### src/design/acldac_pkg.sv
// ----------------------------------------------------------------------------
// acldac_pkg
// Shared types and constants of the averaged, clamped linear DAC channel.
// ----------------------------------------------------------------------------
package acldac_pkg;

  localparam int CODE_W  = 16;
  localparam int CNT_W   = 16;
  localparam int MUL_W   = 16;
  localparam int DEN_W   = 16;
  localparam int CFG_A_W = 3;

  typedef struct packed {
    logic              op;
    logic signed [15:0] sample_value;
    logic        [1:0] mode;
    logic              bus_busy;
  } in_item_t;

  typedef struct packed {
    logic signed [15:0] dac_code;
    logic        [1:0] code_source;
  } out_item_t;

  typedef enum logic [2:0] {
    ST_IDLE,
    ST_AVG,
    ST_MUL,
    ST_SCALE,
    ST_PUT
  } state_t;

  // Input operation and mode codes
  localparam logic       OP_SAMPLE    = 1'b0;
  localparam logic       OP_TICK      = 1'b1;
  localparam logic [1:0] MODE_RESTART = 2'd0;
  localparam logic [1:0] MODE_SAMPLE  = 2'd1;
  localparam logic [1:0] MODE_WARMUP  = 2'd2;
  localparam logic [1:0] MODE_ERROR   = 2'd3;

  // Result source codes
  localparam logic [1:0] SRC_SCALED = 2'd0;
  localparam logic [1:0] SRC_WARMUP = 2'd1;
  localparam logic [1:0] SRC_ERROR  = 2'd2;

  // Register indexes
  localparam logic [CFG_A_W-1:0] REG_INPUT_LOW     = 3'd0;
  localparam logic [CFG_A_W-1:0] REG_INPUT_HIGH    = 3'd1;
  localparam logic [CFG_A_W-1:0] REG_OUTPUT_LOW    = 3'd2;
  localparam logic [CFG_A_W-1:0] REG_OUTPUT_HIGH   = 3'd3;
  localparam logic [CFG_A_W-1:0] REG_UPDATE_PERIOD = 3'd4;
  localparam logic [CFG_A_W-1:0] REG_WARMUP_CODE   = 3'd5;
  localparam logic [CFG_A_W-1:0] REG_ERROR_CODE    = 3'd6;

  // Register reset values
  localparam logic [15:0] RST_INPUT_LOW     = 16'd500;
  localparam logic [15:0] RST_INPUT_HIGH    = 16'd1523;
  localparam logic [15:0] RST_OUTPUT_LOW    = 16'd0;
  localparam logic [15:0] RST_OUTPUT_HIGH   = 16'd4095;
  localparam logic [15:0] RST_UPDATE_PERIOD = 16'd1;
  localparam logic [15:0] RST_WARMUP_CODE   = 16'd0;
  localparam logic [15:0] RST_ERROR_CODE    = 16'd0;

  localparam logic [15:0] SCALE_MASK = 16'h0FFF;
  localparam logic [15:0] COUNT_MAX  = 16'hFFFF;
  localparam logic [15:0] AVG_MAX    = 16'h7FFF;
  localparam logic [15:0] AVG_MIN    = 16'h8000;

endpackage

### src/design/acldac_div.sv
// ----------------------------------------------------------------------------
// acldac_div
// Bit-serial restoring divider, one quotient bit per cycle, unsigned.
// ----------------------------------------------------------------------------
module acldac_div #(
  parameter int NUM_W = 32,
  parameter int DEN_W = 16
) (
  input  logic             clk,
  input  logic             rst,
  input  logic             start,
  input  logic [NUM_W-1:0] num,
  input  logic [DEN_W-1:0] den,
  output logic             done,
  output logic [NUM_W-1:0] quo
);

  localparam int CNT_W = (NUM_W > 1) ? $clog2(NUM_W) : 1;
  localparam logic [CNT_W-1:0] CNT_LAST = CNT_W'(NUM_W - 1);

  logic             busy;
  logic [CNT_W-1:0] cnt;
  logic [DEN_W-1:0] rem;
  logic [DEN_W-1:0] den_r;
  logic [DEN_W:0]   trial;
  logic [DEN_W:0]   den_ext;
  logic [DEN_W:0]   diff;
  logic             ge;

  // Bring the next numerator bit into the partial remainder
  assign trial   = {rem, quo[NUM_W-1]};
  assign den_ext = {1'b0, den_r};
  assign ge      = (trial >= den_ext);
  assign diff    = trial - den_ext;

  always_ff @(posedge clk) begin
    if (rst) begin
      busy <= 1'b0;
      done <= 1'b0;
      cnt  <= '0;
    end else begin
      done <= 1'b0;
      if (start) begin
        busy <= 1'b1;
        cnt  <= '0;
      end else if (busy) begin
        cnt <= cnt + 1'b1;
        if (cnt == CNT_LAST) begin
          busy <= 1'b0;
          done <= 1'b1;
        end
      end
    end
  end

  always_ff @(posedge clk) begin
    if (start) begin
      rem   <= '0;
      quo   <= num;
      den_r <= den;
    end else if (busy) begin
      rem <= ge ? diff[DEN_W-1:0] : trial[DEN_W-1:0];
      quo <= {quo[NUM_W-2:0], ge};
    end
  end

endmodule

### src/design/acldac_mul.sv
// ----------------------------------------------------------------------------
// acldac_mul
// Bit-serial shift-and-add multiplier, one multiplier bit per cycle, unsigned.
// ----------------------------------------------------------------------------
module acldac_mul #(
  parameter int W = 16
) (
  input  logic           clk,
  input  logic           rst,
  input  logic           start,
  input  logic [W-1:0]   a,
  input  logic [W-1:0]   b,
  output logic           done,
  output logic [2*W-1:0] prod
);

  localparam int CNT_W = (W > 1) ? $clog2(W) : 1;
  localparam logic [CNT_W-1:0] CNT_LAST = CNT_W'(W - 1);

  logic             busy;
  logic [CNT_W-1:0] cnt;
  logic [W-1:0]     a_r;
  logic [W-1:0]     hi;
  logic [W-1:0]     lo;
  logic [W:0]       psum;

  // Add the multiplicand when the current multiplier bit is set
  assign psum = {1'b0, hi} + (lo[0] ? {1'b0, a_r} : '0);
  assign prod = {hi, lo};

  always_ff @(posedge clk) begin
    if (rst) begin
      busy <= 1'b0;
      done <= 1'b0;
      cnt  <= '0;
    end else begin
      done <= 1'b0;
      if (start) begin
        busy <= 1'b1;
        cnt  <= '0;
      end else if (busy) begin
        cnt <= cnt + 1'b1;
        if (cnt == CNT_LAST) begin
          busy <= 1'b0;
          done <= 1'b1;
        end
      end
    end
  end

  always_ff @(posedge clk) begin
    if (start) begin
      a_r <= a;
      hi  <= '0;
      lo  <= b;
    end else if (busy) begin
      hi <= psum[W:1];
      lo <= {psum[0], lo[W-1:1]};
    end
  end

endmodule

### src/design/averaged_clamped_linear_dac_channel.sv
// ----------------------------------------------------------------------------
// averaged_clamped_linear_dac_channel
// One analog output channel: sample averaging, two-point scaling with clamp.
// ----------------------------------------------------------------------------
// Takes one item at a time. Timer ticks and samples that do not trigger an
// update leave the channel idle; warm-up and error requests load their code
// straight into the result. A sample that triggers an update runs the
// average through a bit-serial divider of N = max(SUM_WIDTH, 32) bits; a
// clamped result then goes to the output. An interpolated one also needs
// the 16-bit serial multiplier and a second pass through the same divider.
// A result waits in the output register until taken; the next item is not
// taken while a result is still being formed.
module averaged_clamped_linear_dac_channel #(
  parameter int SUM_WIDTH = 32
) (
  input  logic                              clk,
  input  logic                              rst,
  input  logic                              in_valid,
  output logic                              in_stall,
  input  acldac_pkg::in_item_t              in_data,
  output logic                              out_valid,
  input  logic                              out_stall,
  output acldac_pkg::out_item_t             out_data,
  input  logic                              cfg_valid,
  output logic                              cfg_ready,
  input  logic [acldac_pkg::CFG_A_W-1:0]    cfg_index,
  input  logic [15:0]                       cfg_data
);

  import acldac_pkg::*;

  localparam int SW    = SUM_WIDTH;
  localparam int NUM_W = (SUM_WIDTH > 32) ? SUM_WIDTH : 32;
  localparam logic signed [SW-1:0] SUM_MAX = {1'b0, {(SW-1){1'b1}}};
  localparam logic signed [SW-1:0] SUM_MIN = {1'b1, {(SW-1){1'b0}}};

  // Configuration
  logic signed [15:0] input_low;
  logic signed [15:0] input_high;
  logic signed [15:0] output_low;
  logic signed [15:0] output_high;
  logic        [15:0] update_period;
  logic signed [15:0] warmup_code;
  logic signed [15:0] error_code;

  // Accumulation state
  logic signed [SW-1:0] sample_sum;
  logic [CNT_W-1:0]     sample_count;
  logic [15:0]          period_timer;

  state_t    state;
  state_t    state_next;
  out_item_t res;
  out_item_t res_next;
  logic      res_load;
  logic      out_load;
  logic      avg_neg;
  logic      prod_neg;

  logic               in_acc;
  logic               sample_op;
  logic               fire;
  logic [15:0]        timer_eff;
  logic signed [SW:0] sum_wide;
  logic signed [SW-1:0] sum_sat;
  logic [SW-1:0]      sum_mag;
  logic [CNT_W-1:0]   count_inc;

  logic               div_start;
  logic [NUM_W-1:0]   div_num;
  logic [DEN_W-1:0]   div_den;
  logic               div_done;
  logic [NUM_W-1:0]   div_quo;
  logic               mul_start;
  logic [MUL_W-1:0]   mul_a;
  logic [MUL_W-1:0]   mul_b;
  logic               mul_done;
  logic [2*MUL_W-1:0] mul_prod;

  logic signed [15:0] avg_v;
  logic               lo_hit;
  logic               hi_hit;
  logic signed [16:0] span_in;
  logic signed [16:0] span_out;
  logic        [16:0] span_out_mag;
  logic signed [16:0] offset;
  logic [11:0]        q_low;
  logic [11:0]        q_signed;
  logic [11:0]        code12;

  assign cfg_ready = 1'b1;
  assign in_stall  = (state != ST_IDLE);
  assign in_acc    = in_valid && !in_stall;

  assign sample_op = (in_data.op == OP_SAMPLE) &&
                     ((in_data.mode == MODE_RESTART) || (in_data.mode == MODE_SAMPLE));
  assign timer_eff = (in_data.mode == MODE_RESTART) ? 16'd0 : period_timer;
  assign fire      = sample_op && !in_data.bus_busy && (timer_eff == 16'd0);

  // Saturating accumulate
  assign sum_wide = {sample_sum[SW-1], sample_sum} +
                    (SW+1)'({{(SW-15){in_data.sample_value[15]}}, in_data.sample_value});
  always_comb begin
    if (sum_wide[SW] != sum_wide[SW-1]) begin
      sum_sat = sum_wide[SW] ? SUM_MIN : SUM_MAX;
    end else begin
      sum_sat = sum_wide[SW-1:0];
    end
  end
  assign sum_mag   = sum_sat[SW-1] ? (~sum_sat + 1'b1) : sum_sat;
  assign count_inc = (sample_count == COUNT_MAX) ? COUNT_MAX : sample_count + 1'b1;

  // Truncated average, saturated to 16 bits
  always_comb begin
    if (avg_neg) begin
      if (div_quo > NUM_W'(32768)) begin
        avg_v = AVG_MIN;
      end else begin
        avg_v = ~div_quo[15:0] + 1'b1;
      end
    end else begin
      if (div_quo > NUM_W'(32767)) begin
        avg_v = AVG_MAX;
      end else begin
        avg_v = div_quo[15:0];
      end
    end
  end

  assign lo_hit       = (avg_v <= input_low);
  assign hi_hit       = (avg_v >= input_high);
  assign offset       = {avg_v[15], avg_v} - {input_low[15], input_low};
  assign span_in      = {input_high[15], input_high} - {input_low[15], input_low};
  assign span_out     = {output_high[15], output_high} - {output_low[15], output_low};
  assign span_out_mag = span_out[16] ? (~span_out + 1'b1) : span_out;

  // Only the low twelve bits survive the mask
  assign q_low    = div_quo[11:0];
  assign q_signed = prod_neg ? (~q_low + 1'b1) : q_low;
  assign code12   = output_low[11:0] + q_signed;

  assign out_load = (state == ST_PUT) && (!out_valid || !out_stall);

  always_comb begin
    state_next = state;
    div_start  = 1'b0;
    div_num    = '0;
    div_den    = '0;
    mul_start  = 1'b0;
    mul_a      = '0;
    mul_b      = '0;
    res_load   = 1'b0;
    res_next   = res;
    case (state)
      ST_IDLE: begin
        if (in_acc && (in_data.op == OP_SAMPLE)) begin
          if (in_data.mode == MODE_WARMUP) begin
            res_next.dac_code    = warmup_code;
            res_next.code_source = SRC_WARMUP;
            res_load             = 1'b1;
            state_next           = ST_PUT;
          end else if (in_data.mode == MODE_ERROR) begin
            res_next.dac_code    = error_code;
            res_next.code_source = SRC_ERROR;
            res_load             = 1'b1;
            state_next           = ST_PUT;
          end else if (fire) begin
            div_start  = 1'b1;
            div_num    = NUM_W'(sum_mag);
            div_den    = count_inc;
            state_next = ST_AVG;
          end
        end
      end
      ST_AVG: begin
        if (div_done) begin
          if (lo_hit) begin
            res_next.dac_code    = output_low;
            res_next.code_source = SRC_SCALED;
            res_load             = 1'b1;
            state_next           = ST_PUT;
          end else if (hi_hit) begin
            res_next.dac_code    = output_high;
            res_next.code_source = SRC_SCALED;
            res_load             = 1'b1;
            state_next           = ST_PUT;
          end else begin
            mul_start  = 1'b1;
            mul_a      = offset[15:0];
            mul_b      = span_out_mag[15:0];
            state_next = ST_MUL;
          end
        end
      end
      ST_MUL: begin
        if (mul_done) begin
          div_start  = 1'b1;
          div_num    = NUM_W'(mul_prod);
          div_den    = span_in[15:0];
          state_next = ST_SCALE;
        end
      end
      ST_SCALE: begin
        if (div_done) begin
          res_next.dac_code    = {4'b0000, code12};
          res_next.code_source = SRC_SCALED;
          res_load             = 1'b1;
          state_next           = ST_PUT;
        end
      end
      ST_PUT: begin
        if (out_load) begin
          state_next = ST_IDLE;
        end
      end
      default: begin
        state_next = ST_IDLE;
      end
    endcase
  end

  always_ff @(posedge clk) begin
    if (rst) begin
      state         <= ST_IDLE;
      out_valid     <= 1'b0;
      input_low     <= RST_INPUT_LOW;
      input_high    <= RST_INPUT_HIGH;
      output_low    <= RST_OUTPUT_LOW;
      output_high   <= RST_OUTPUT_HIGH;
      update_period <= RST_UPDATE_PERIOD;
      warmup_code   <= RST_WARMUP_CODE;
      error_code    <= RST_ERROR_CODE;
      sample_sum    <= '0;
      sample_count  <= '0;
      period_timer  <= '0;
    end else begin
      state <= state_next;

      if (out_load) begin
        out_valid <= 1'b1;
      end else if (!out_stall) begin
        out_valid <= 1'b0;
      end

      if (cfg_valid) begin
        case (cfg_index)
          REG_INPUT_LOW:     input_low     <= cfg_data;
          REG_INPUT_HIGH:    input_high    <= cfg_data;
          REG_OUTPUT_LOW:    output_low    <= cfg_data;
          REG_OUTPUT_HIGH:   output_high   <= cfg_data;
          REG_UPDATE_PERIOD: update_period <= cfg_data;
          REG_WARMUP_CODE:   warmup_code   <= cfg_data;
          REG_ERROR_CODE:    error_code    <= cfg_data;
          default: ;
        endcase
      end

      if (in_acc) begin
        if (in_data.op == OP_TICK) begin
          if (period_timer != 16'd0) begin
            period_timer <= period_timer - 1'b1;
          end
        end else if (fire) begin
          // Update taken: reload the timer and start a fresh average
          period_timer <= update_period;
          sample_sum   <= '0;
          sample_count <= '0;
        end else if (sample_op) begin
          sample_sum   <= sum_sat;
          sample_count <= count_inc;
          if (in_data.mode == MODE_RESTART) begin
            period_timer <= '0;
          end
        end
      end
    end
  end

  always_ff @(posedge clk) begin
    if (res_load) begin
      res <= res_next;
    end
    if (out_load) begin
      out_data <= res;
    end
    if (div_start && (state == ST_IDLE)) begin
      avg_neg <= sum_sat[SW-1];
    end
    if (mul_start) begin
      prod_neg <= span_out[16];
    end
  end

  acldac_div #(
    .NUM_W (NUM_W),
    .DEN_W (DEN_W)
  ) u_div (
    .clk   (clk),
    .rst   (rst),
    .start (div_start),
    .num   (div_num),
    .den   (div_den),
    .done  (div_done),
    .quo   (div_quo)
  );

  acldac_mul #(
    .W (MUL_W)
  ) u_mul (
    .clk   (clk),
    .rst   (rst),
    .start (mul_start),
    .a     (mul_a),
    .b     (mul_b),
    .done  (mul_done),
    .prod  (mul_prod)
  );

endmodule

### config.mk
export PLATFORM = sky130hd
export DESIGN_NAME = averaged_clamped_linear_dac_channel
export DESIGN_NICKNAME = d
export VERILOG_FILES = /design/src/design/acldac_pkg.sv /design/src/design/acldac_div.sv /design/src/design/acldac_mul.sv /design/src/design/averaged_clamped_linear_dac_channel.sv
export SDC_FILE = /design/constraint.sdc
export NUM_CORES = 1
export LEC_CHECK = 0
export BUFFER_PORTS_ARGS = -buffer_cell sky130_fd_sc_hd__buf_4
export CAP_MARGIN = 40
export CORE_MARGIN = 2
export CORE_UTILIZATION = 50
export CTS_CLUSTER_DIAMETER = 40
export DETAILED_ROUTE_END_ITERATION = 6
export GPL_ROUTABILITY_DRIVEN = 0
export GPL_TIMING_DRIVEN = 0
export PLACE_DENSITY_LB_ADDON = 0.12
export SYNTH_ARGS = -nofsm -noshare
export SYNTH_HDL_FRONTEND = slang
export SYNTH_SLANG_ARGS = --single-unit
### constraint.sdc
create_clock -name clk -period 16.8 [get_ports clk]
set_input_delay 1.68 -clock clk [delete_from_list [all_inputs] [get_ports clk]]
set_output_delay 1.68 -clock clk [all_outputs]
set_load 0.02 [all_outputs]
# After elaboration in Yosys (flattened, before gate mapping)
# Index checks and enable logic that the tools add are counted.
dict set report op_classes {
  n_reduce_logical 40
  add_sub_neg 15
  shifts 0
  n_eq_ne 27
  mul 0
  n_lt_le_gt_ge 5
  div_mod_pow 0
  muxes 87
  n_bitwise 9
}
# operator count
set ops {}
lappend ops {{2-to-1 mux 16 bit} 25}
lappend ops {{2-to-1 mux 32 bit} 12}
lappend ops {{2-to-1 mux 18 bit} 7}
lappend ops {{one-hot mux 32 bit (2 select lines)} 1}
lappend ops {{one-hot mux 18 bit (3 select lines)} 1}
lappend ops {{adder 16 x 1 -> 16 bit, second input constant} 3}
lappend ops {{subtractor 16 bit} 3}
lappend ops {{adder 32 x 16 -> 33 bit} 1}
lappend ops {{adder 32 x 1 -> 32 bit, second input constant} 1}
lappend ops {{> comparator 32 x 15 -> 1 bit, second input constant} 1}
lappend ops {{> comparator 32 x 16 -> 1 bit, second input constant} 1}
lappend ops {{NOT 16 bit} 2}
lappend ops {{NOT 32 bit} 1}
lappend ops {{one-hot mux 16 bit (2 select lines)} 1}
lappend ops {{2-to-1 mux 3 bit} 10}
lappend ops {{2-to-1 mux 1 bit} 26}
lappend ops {{adder 16 x 17 -> 17 bit} 1}
lappend ops {{>= comparator 17 x 16 -> 1 bit} 1}
lappend ops {{subtractor 16 x 16 -> 17 bit} 1}
lappend ops {{equality test 16 bit, second input constant} 1}
lappend ops {{>= comparator 16 bit} 1}
lappend ops {{<= comparator 16 bit} 1}
lappend ops {{logical NOT 16 bit} 1}
lappend ops {{nonzero test 16 bit} 1}
lappend ops {{37 further kinds} 79}
dict set report totals {
  elab_cells 213
  output_inout_bits 21
  mem_bits_ro 0
  ramBits 0
  n_memories 0
  inputBits 44
  latch_bits 0
  register_bits 343
}

# Logic depth before layout (Yosys ltp)
dict set report logic_depth {
  word_depth 12
  mapped_depth 28
  depth_no_buf 25
}

# Cells and area by module
# Synthesis repeated with hierarchy kept, for this count alone.
dict set report unflattened {
  hier_cells 2770
  area_unflattened_um2 23063.4
}
# mod area_each_um2 n_inst seq_area_each_um2 cells_each
set modules_own_cells {}
lappend modules_own_cells {averaged_clamped_linear_dac_channel 16399.5 1 4744.6 2168}
lappend modules_own_cells {acldac_div 3773.6 1 1901.8 343}
lappend modules_own_cells {acldac_mul 2890.3 1 1401.3 259}

# Least setup slack after synthesis
# OpenSTA, ideal clock, no wires.
dict set report synth_path {
  kind {input to register}
  start {input in_data[18] (netlist bit)}
  end {register u_div.quo[28] (data pin)}
  path_buffers 6
  setup_time_ns 0.264
  path_slack_ns 9.411
  t_required_ns 16.536
  arrival_ns 7.125
  cell_stages 28
  path_cell_list {ha_1 -> buf_2 -> nand4_1 -> or2_1 -> or3_1 -> nor3_2 -> nor2_1 -> a2111oi_0 -> o21a_1 -> o21ai_0 -> nand2b_1 -> xor2_1 -> ha_1 -> clkbuf_1 -> buf_2 -> buf_1 -> clkbuf_1 -> clkbuf_1 -> o21ai_0 -> ha_1 -> nand2_1 -> nor3_1 -> inv_1 -> a211oi_2 -> nand4b_1 -> o41ai_2 -> xor2_1 -> o21ai_1}
}
dict set report synth_between {
  elab_chain_len 12
  elab_cells_between_ends 13
  cone_classes {add/sub (2); eq/ne (1); mux (9); bitwise (1)}
}
# element line_no
set synth_lines {}
lappend synth_lines {{start: declaration} averaged_clamped_linear_dac_channel.sv:20} ;# input acldac_pkg::in_item_t in_data,
lappend synth_lines {{adder 32 x 16 -> 33 bit *} averaged_clamped_linear_dac_channel.sv:101} ;# assign sum_wide = {sample_sum[SW-1], sample_sum} +
lappend synth_lines {{2-to-1 mux 32 bit / != test 1 bit (equally long branches)} {averaged_clamped_linear_dac_channel.sv:105, averaged_clamped_linear_dac_channel.sv:104}}
lappend synth_lines {{2-to-1 mux 32 bit *} averaged_clamped_linear_dac_channel.sv:104} ;# if (sum_wide[SW] != sum_wide[SW-1]) begin
lappend synth_lines {{NOT 32 bit} averaged_clamped_linear_dac_channel.sv:110} ;# assign sum_mag = sum_sat[SW-1] ? (~sum_sat + 1'b1) : sum_sat;
lappend synth_lines {{adder 32 x 1 -> 32 bit} averaged_clamped_linear_dac_channel.sv:110}
lappend synth_lines {{2-to-1 mux 32 bit *} averaged_clamped_linear_dac_channel.sv:110}
lappend synth_lines {{2-to-1 mux 32 bit *} averaged_clamped_linear_dac_channel.sv:167} ;# end else if (fire) begin
lappend synth_lines {{2-to-1 mux 32 bit *} averaged_clamped_linear_dac_channel.sv:162} ;# end else if (in_data.mode == MODE_ERROR) begin
lappend synth_lines {{2-to-1 mux 32 bit *} averaged_clamped_linear_dac_channel.sv:157} ;# if (in_data.mode == MODE_WARMUP) begin
lappend synth_lines {{2-to-1 mux 32 bit *} averaged_clamped_linear_dac_channel.sv:156} ;# if (in_acc && (in_data.op == OP_SAMPLE)) begin
lappend synth_lines {{one-hot mux 32 bit (2 select lines) *} averaged_clamped_linear_dac_channel.sv:154} ;# case (state)
lappend synth_lines {{2-to-1 mux 32 bit *} acldac_div.sv:57} ;# if (start) begin
lappend synth_lines {{end signal: assignment} acldac_div.sv:59} ;# quo <= num;
lappend synth_lines {{end signal: assignment} acldac_div.sv:63} ;# quo <= {quo[NUM_W-2:0], ge};
lappend synth_lines {{end: declaration} acldac_div.sv:15} ;# output logic [NUM_W-1:0] quo
# Mark *: on every way between the ends. The rest lies on a longest branch, timed or not.
# A chain may end at the register's enable or synchronous reset.

# Final worst setup path
# Ends and elaborated chain as after synthesis.

==> impl_metrics.env <==
export IMPL_switching_share_pct=32.58
export IMPL_grtUsageTotal_pct=30.33
export IMPL_criticalPathCategory="input port to register"
export IMPL_ir_worst_vdd_uv=92.05
export IMPL_cts_htree_levels=2
export IMPL_synthFlopType="dfxtp_1"
export IMPL_cts_tree="yes"
export IMPL_die_h_um=216.7
export IMPL_async_flop_share_pct=0
export IMPL_synth_nets=2943
export IMPL_dr_total_vias=21370
export IMPL_cts_clk_slew_worst_paths_ns=0.06
export IMPL_netlist_top_cells_area="dfxtp_1 20%, edfxtp_1 16%, ha_1 8.2%"
export IMPL_postRouteWirelength_um=72350
export IMPL_timing_fmax_mhz=111.9
export IMPL_worst_pin_slew_ns=0.9079
export IMPL_insertion_delay_ns=0.62
export IMPL_cts_hold_buffers=0
export IMPL_drc=0
export IMPL_io_pins=65
export IMPL_cts_sinks=343
export IMPL_port_buffer_count=62
export IMPL_drv_slew=0
export IMPL_hp_class="register to register"
export IMPL_fp_dieW_um=216.7
export IMPL_area_growth_pct=14.05
export IMPL_antenna_found_initial=1
export IMPL_yosysTopAreaCell="dfxtp_1"
export IMPL_cap_violations=0
export IMPL_initial_utilization_pct=50.94
export IMPL_avgSynthCellArea_um2=8.245
export IMPL_slowest_delay_ns=0.67
export IMPL_clockBufferDepth=3
export IMPL_critPathSlowestCell="a2111oi_0"
export IMPL_skew_ns=0.04840
export IMPL_drive_above_1_share_pct=8.225
export IMPL_numCtsBuffers=54
export IMPL_postSynthCellCount=2744
export IMPL_seqPwrFrac_pct=33.9
export IMPL_cp_start_kind="input port"
export IMPL_grt_remaining_overflow=0
export IMPL_arrival_ns=9.25
export IMPL_p_int_uw=1865
export IMPL_drt_iter0_markers=2277
export IMPL_syn_area_um2=22620
export IMPL_min_period_ns=8.936
export IMPL_setup_tns_ns=0
export IMPL_first_pass_iters=6
export IMPL_grt_pass1_vias=19920
export IMPL_grt_pass1_wl_um=111800
export IMPL_dpl_hpwl_um=55710
export IMPL_antenna_cells=0
export IMPL_finalHoldViolCount=0
export IMPL_rsz0062_at_grt="no"
export IMPL_p_leak_uw=0.01018
export IMPL_grt_max_degree=34
export IMPL_filler_cell_count=4050
export IMPL_std_cell_rows=77
export IMPL_status="finished clean"
export IMPL_ys_ff_latch=343
export IMPL_synth_cell_types=103
export IMPL_cts_root_buf="clkbuf_16"
export IMPL_hold_slack_ns=0.4201
export IMPL_p_per_area_nw_per_um2=107.2
export IMPL_design_core_area_um2=44410
export IMPL_ys_warn_count=0
export IMPL_ys_seq_area_share_pct=35.57
export IMPL_routed_via_density=6.087
export IMPL_cp_max_fo=17
export IMPL_ant_nets=0
export IMPL_nets=3071
export IMPL_synth_top_area_share_pct=19.91
export IMPL_p_sw_uw=901.3
export IMPL_min_period_over_period_pct=53.19
export IMPL_synth_edf_count=118
export IMPL_clkPwrFrac_pct=41.7
export IMPL_r2r_slack_ns=8.27
export IMPL_critPathRequiredTime_ns=17.11
export IMPL_wl_per_cell_um=20.61
export IMPL_cp_end_kind="register"
export IMPL_slew_headroom_pct=39.47
export IMPL_setup_violations_final=0
export IMPL_post_cts_repair_setup_buffers=0
export IMPL_die_area_um2=46970
export IMPL_p_comb_share_pct=24.4
export IMPL_cts_resized=0
logic make-up after synthesis:
family,count (synthesis),share of synthesized area [%]
muxes,48,2.179
other,1,0.01658
and+or+nand+nor,980,20.49
DFF,343,35.57
xor gates and xnor gates,127,4.917
adders and majority gates,155,8.804
buffers and inverters,279,4.756
AOI/OAI and AO/OA,811,23.27
power groups by stage:
| stage | Clock, µW | Combinational (µW) | Sequential (µW) |
|---|---|---|---|
| after floorplan | 0 | 491 | 941 |
| after global placement | 0 | 645 | 952 |
| after detailed placement | 0 | 656 | 953 |
| after CTS | 1170 | 662 | 937 |
| after global routing | 1210 | 743 | 943 |
| final | 1150 | 675 | 938 |
cell usage after synthesis (22+ instances only):
cell type / number
nand2_1: 385
a21oi_1: 263
dfxtp_1: 225
nor2_1: 224
o21ai_0: 174
ha_1: 148
inv_1: 146
edfxtp_1: 118
clkbuf_1: 106
xnor2_1: 75
nor3_1: 66
a22oi_1: 53
xor2_1: 52
nand3_1: 44
mux2i_1: 41
a21o_1: 39
and2_1: 33
nor2b_1: 31
a31oi_1: 30
or3_1: 30
and3_1: 29
nand4_1: 24
nand2b_1: 22
metal layers:
layer  global-route usage, %  wire, µm  vias to the layer above
met3                   5.375      6531                      161
met2                   47.22     31530                      937
met5                       0        13                        -
met4                   10.53      2561                        2
li1                        -         -                    10180
met1                   42.34     31710                    10090
area by class of cell:
cell class	instances	area, µm²	share of cell area, %
clock inverter	40	473.0	1.833
inverter	150	564.3	2.187
clock buffer	62	1413	5.474
tap	592	740.7	2.871
buffer	129	511.7	1.983
multi-input combinational	2122	13500	52.33
sequential	343	8048	31.19
timing repair buffer	72	551.8	2.138
worst max-delay path, delay by kind of cell:
family	cells	cell delay (ns)
AO/OA/AOI/OAI	7	2.38
XOR/XNOR	2	0.43
adder cells (fa/ha/maj)	3	0.81
AND/OR/NAND/NOR	9	1.87
buffers and inverters	8	2.03
state kept, by name, indices dropped and copies added (netlist names), 18 cells and up:
register / count
out_data: 18
res: 18
sample_sum: 32
u_div.quo: 32
placed cells by master, fill, tap and decap left out, types with 18 or more instances in the layout:
cell type	netlist	routed
a211o_1	18	18
a211oi_1	21	21
a21o_1	39	39
a21oi_1	263	263
a22oi_1	53	53
a31oi_1	30	30
and2_1	33	33
and3_1	29	29
buf_2	16	19
buf_4	2	65
clkbuf_1	106	112
clkbuf_16	0	55
dfxtp_1	225	225
edfxtp_1	118	118
ha_1	148	148
inv_1	146	146
mux2i_1	41	41
nand2_1	385	385
nand2b_1	22	22
nand3_1	44	44
nand3b_1	21	21
nand4_1	24	24
nor2_1	224	224
nor2b_1	31	31
nor3_1	66	66
o21a_1	21	21
o21ai_0	174	174
o31ai_1	18	18
or3_1	30	29
xnor2_1	75	75
xor2_1	52	52
path summary, 6_finish.rpt:
check | from | endpoint | cells after the start
max | in_data[18] | u_div.quo[28]$_DFFE_PP_ | 29
min | res[6]$_DFFE_PP_ | out_data[6]$_DFFE_PP_ | 0
max reg2reg | u_div.quo[0]$_DFFE_PP_ | u_mul.lo[9]$_DFFE_PP_ | 26
min reg2reg | res[6]$_DFFE_PP_ | out_data[6]$_DFFE_PP_ | 0
per-stage QoR:
step	setup slack (ns)	instances	area, µm²	utilization [%]	power [µW]
2_1_floorplan	9.411	2744	22620	-	1433
3_3_place_gp	7.141	3398	23830	53.66	1597
3_5_place_dp	7.046	3407	23910	53.84	1610
4_1_cts	7.640	3509	25800	58.09	2766
5_1_grt	7.494	3510	25800	58.10	2892
6_report	7.864	3510	25800	58.10	2766
(Power assumes the default switching activity.)
